## src/sv/pidl_pkg.sv

```systemverilog
`timescale 1ns / 1ps
// ----------------------------------------------------------------------------
// pidl_pkg
// Shared types and constants for the positional insert/delete list.
// ----------------------------------------------------------------------------
package pidl_pkg;

  // Number of cells in the chain, one list entry per cell.
  localparam int CAPACITY = 1024;
  localparam int IDX_W    = $clog2(CAPACITY);

  // Fixed field widths of the channels.
  localparam int OP_W   = 2;
  localparam int POS_W  = 11;
  localparam int LEN_W  = 11;
  localparam int STAT_W = 2;
  localparam int DATA_W = 32;

  // The read path ORs the gated cell outputs in groups of this many.
  localparam int GROUP   = 32;
  localparam int NGROUPS = (CAPACITY + GROUP - 1) / GROUP;

  // Operation codes.
  localparam logic [OP_W-1:0] OP_INSERT = 2'd0;
  localparam logic [OP_W-1:0] OP_DELETE = 2'd1;
  localparam logic [OP_W-1:0] OP_GET    = 2'd2;

  // Status codes.
  localparam logic [STAT_W-1:0] ST_OK    = 2'd0;
  localparam logic [STAT_W-1:0] ST_RANGE = 2'd1;
  localparam logic [STAT_W-1:0] ST_FULL  = 2'd2;

  // Control broadcast to every cell of the chain.
  typedef struct packed {
    logic              ins;     // insert: target takes value, cells above shift up
    logic              del;     // delete: target and cells above take right neighbour
    logic [IDX_W-1:0]  tgt;     // zero-based target index
    logic [DATA_W-1:0] value;   // value written by an insert
    logic              rd_en;   // a get is being read out
    logic [IDX_W-1:0]  rd_idx;  // zero-based index of the get
  } cell_ctrl_t;

endpackage

```

## src/sv/pidl_cell.sv

```systemverilog
`timescale 1ns / 1ps
// ----------------------------------------------------------------------------
// pidl_cell
// One list entry; shifts with its neighbours on insert and delete.
// ----------------------------------------------------------------------------
module pidl_cell (
  input  logic                          clk,
  input  logic [pidl_pkg::IDX_W-1:0]    idx,
  input  pidl_pkg::cell_ctrl_t          ctrl,
  input  logic [pidl_pkg::DATA_W-1:0]   left,
  input  logic [pidl_pkg::DATA_W-1:0]   right,
  output logic [pidl_pkg::DATA_W-1:0]   entry,
  output logic [pidl_pkg::DATA_W-1:0]   rd_data
);

  always_ff @(posedge clk) begin
    if (ctrl.ins) begin
      if (idx == ctrl.tgt) begin
        entry <= ctrl.value;
      end else if (idx > ctrl.tgt) begin
        entry <= left;
      end
    end else if (ctrl.del) begin
      if (idx >= ctrl.tgt) begin
        entry <= right;
      end
    end
  end

  // Only the addressed cell puts its entry on the read path.
  assign rd_data = (ctrl.rd_en && idx == ctrl.rd_idx) ? entry : '0;

endmodule

```

## config.mk

```make
export PLATFORM = sky130hd
export DESIGN_NAME = pidl_cell
export DESIGN_NICKNAME = d
export VERILOG_FILES = /design/src/sv/pidl_pkg.sv /design/src/sv/pidl_cell.sv
export SDC_FILE = /design/constraint.sdc
export NUM_CORES = 1
export LEC_CHECK = 0
export BUFFER_PORTS_ARGS = -buffer_cell sky130_fd_sc_hd__buf_2
export CORE_ASPECT_RATIO = 1.25
export CORE_MARGIN = 8
export CORE_UTILIZATION = 39
export CTS_BUF_LIST = sky130_fd_sc_hd__clkbuf_16
export DETAILED_ROUTE_END_ITERATION = 6
export GPL_TIMING_DRIVEN = 1
export PLACE_DENSITY = 0.82
export SLEW_MARGIN = 20
export SYNTH_ARGS = -nofsm -noshare
export SYNTH_HDL_FRONTEND = slang
export SYNTH_SLANG_ARGS = --single-unit
```

## constraint.sdc

```tcl
create_clock -name clk -period 6.5 [get_ports clk]
set_input_delay 1.95 -clock clk [delete_from_list [all_inputs] [get_ports clk]]
set_output_delay 1.95 -clock clk [all_outputs]
set_load 0.01 [all_outputs]
```

==> impl_metrics.ini <==
[timing]
report.final.slew_viol_count = 0
hold_viol = 0
worst_hold_slack_ps = 1990
maxSlewHeadroom_pct = 30.6
setup_tns_ps = 0
tightest_slew_ps = 1040
post-route-period-util_pct = 84.3
period_needed_ps = 5480
fin_ws_ps = 1020
finalSetupViolations = 0
rsz0062_at_grt = false
max_freq_ghz = 0.182

[finish]
drive_gt1_share_pct = 50.4
layout_commonest_cell = buf_2
syn2layout_area_growth_pct = 51.9
largest_reg_flops = 32
utilization_pct = 59.9
largestRegisters = entry: 32 flops
top_register = entry
diodes = 0
final_cell_mix = 193 x buf_2, 35 x a21oi_1
nets = 552

[power_and_ir_drop]
p_leak_nw = 1.68
power_uw = 672
powerDensity_nw_per_um2 = 198
vdd_drop_max_v = 0.000165

[synth]
synth_largest_area_cell = edfxtp_1
seq_area_frac_synth_pct = 43.1
yosysWarnings = 0
synth.cell_area_um2 = 2230
ys_types = 23
ys_top_cells_by_area = edfxtp_1 43%, mux2i_1 14%, and2_1 9.0%, a21oi_1 7.9%, ha_1 5.6%
synthCells = 222
synth_seq_cells = 32
syn_avg_cell_area_um2 = 10.0
synth_nets = 362
yosysTopAreaCellShare_pct = 43.1

[detailed_routing]
vias = 2319
finalWirelength_um = 7320
wire_per_inst_um = 15.3
antenna_left = 0
via_per_inst = 4.84
drc = 0
dr.pass1.iters = 4
drt_iter0_drc = 57

[floorplan]
initial_core_util_pct = 39.4
die_w_um = 83.6
core_area_um2 = 5660
rows = 31
io_pins = 194
die_h_um = 101
die_area_um2 = 8410

[clock_network]
clkTransAtPathRegs_ps = 50
htree_levels = 2
cts_buffer_depth = 2
cts-resized-gates = 0
cts_setup_buffers = 0
cts_hold_buf = 0
cts.sink_count = 32
root_buffer = clkbuf_16
cts-buffers-inserted = 5
cts_tree = done

[grt]
antenna_found_initial = 1
grt.overflow.total = 0
grt_pass1_wl_um = 11400
grt_pass1_vias = 2524
grt_use_total_pct = 16.5
grt_max_degree = 66

[placed_design]
dpl.hpwl_um = 6260
port_buffers = 193
gp_congestion = 0.787
pre_cts_slack_ps = 1010

[worst_setup_path]
start_kind = primary input
crit_arrival_ps = 3530
path_class = primary input to output port
critPathLaunch = ctrl[0]
crit_end = rd_data[0]
worstPathRequired_ps = 4550
crit_fanout = 18
endpoint_kind = output port

[run_status]
status = finished clean

[flow_run]
max_cap_viol_count = 0

[hold_path]
hold_path_class = primary input to flip-flop
-- critical path, cell delays in order --
cell	delay [ps]
buf_2	100
xnor2_1	170
nand3_1	100
nor3_2	610
buf_4	320
and2_1	140
buf_2	120
-- power by group --
group	switching (mW)	internal [mW]
logic	0.0734	0.0685
registers	0.0119	0.264
clock network	0.0766	0.178
total	0.162	0.511
-- synth_stat cells (all sizes together) --
master	instances
a21oi	35
and2	32
edfxtp	32
mux2i	32
nor2	32
ha	10
inv	10
xnor2	10
clkbuf	9
buf	4
nand4	4
nor3	3
nand3	2
a211oi	1
a21o	1
nand2	1
nand2b	1
o21ai	1
o21bai	1
o32a	1
-- cell type report --
| class | instances | area (um2) |
|---|---|---|
| fill | 500 | 2270 |
| multi-input combinational | 167 | 1160 |
| timing repair buffer | 196 | 988 |
| sequential | 32 | 961 |
| clock buffer | 5 | 125 |
| tap | 66 | 82.6 |
| clock inverter | 3 | 38.8 |
| inverter | 10 | 37.5 |
-- per-layer routing --
metal	global-route usage (%)	vias up	share of wire (%)
met4	6.52	2	2.1
li1	-	1159	-
met3	7.85	18	9.8
met1	15.0	1023	34
met5	0	-	0.16
met2	30.7	117	54
-- metrics by stage --
stage               instances  cell area (um2)
finish                    479             3390
global route              479             3390
CTS                       479             3390
detailed placement        471             3230
global placement          471             3230
floorplan                 222             2230
-- cells by family after synthesis --
| family | Yosys count | share of synthesized area (%) |
|---|---|---|
| AND/OR/NAND/NOR | 75 | 18.1 |
| flip-flops | 32 | 43.1 |
| adder cells (fa/ha/maj) | 10 | 5.61 |
| XOR/XNOR | 10 | 3.93 |
| buffers and inverters | 23 | 5.38 |
| AO/OA/AOI/OAI | 40 | 9.53 |
| multiplexers | 32 | 14.4 |
-- how the worst min path moves through the flow --
stage               cells after the start         to       from  slack, ps
global placement                        3  entry[20]  right[20]       2270
floorplan                               2   entry[0]   right[0]       2180
finish                                  3  entry[28]  right[28]       1990
global route                            3  entry[21]  right[21]       2000
CTS                                     3  entry[28]  right[28]       1990
detailed placement                      3  entry[14]  right[14]       2270
No activity file was read; power rests on OpenSTA's default activity.
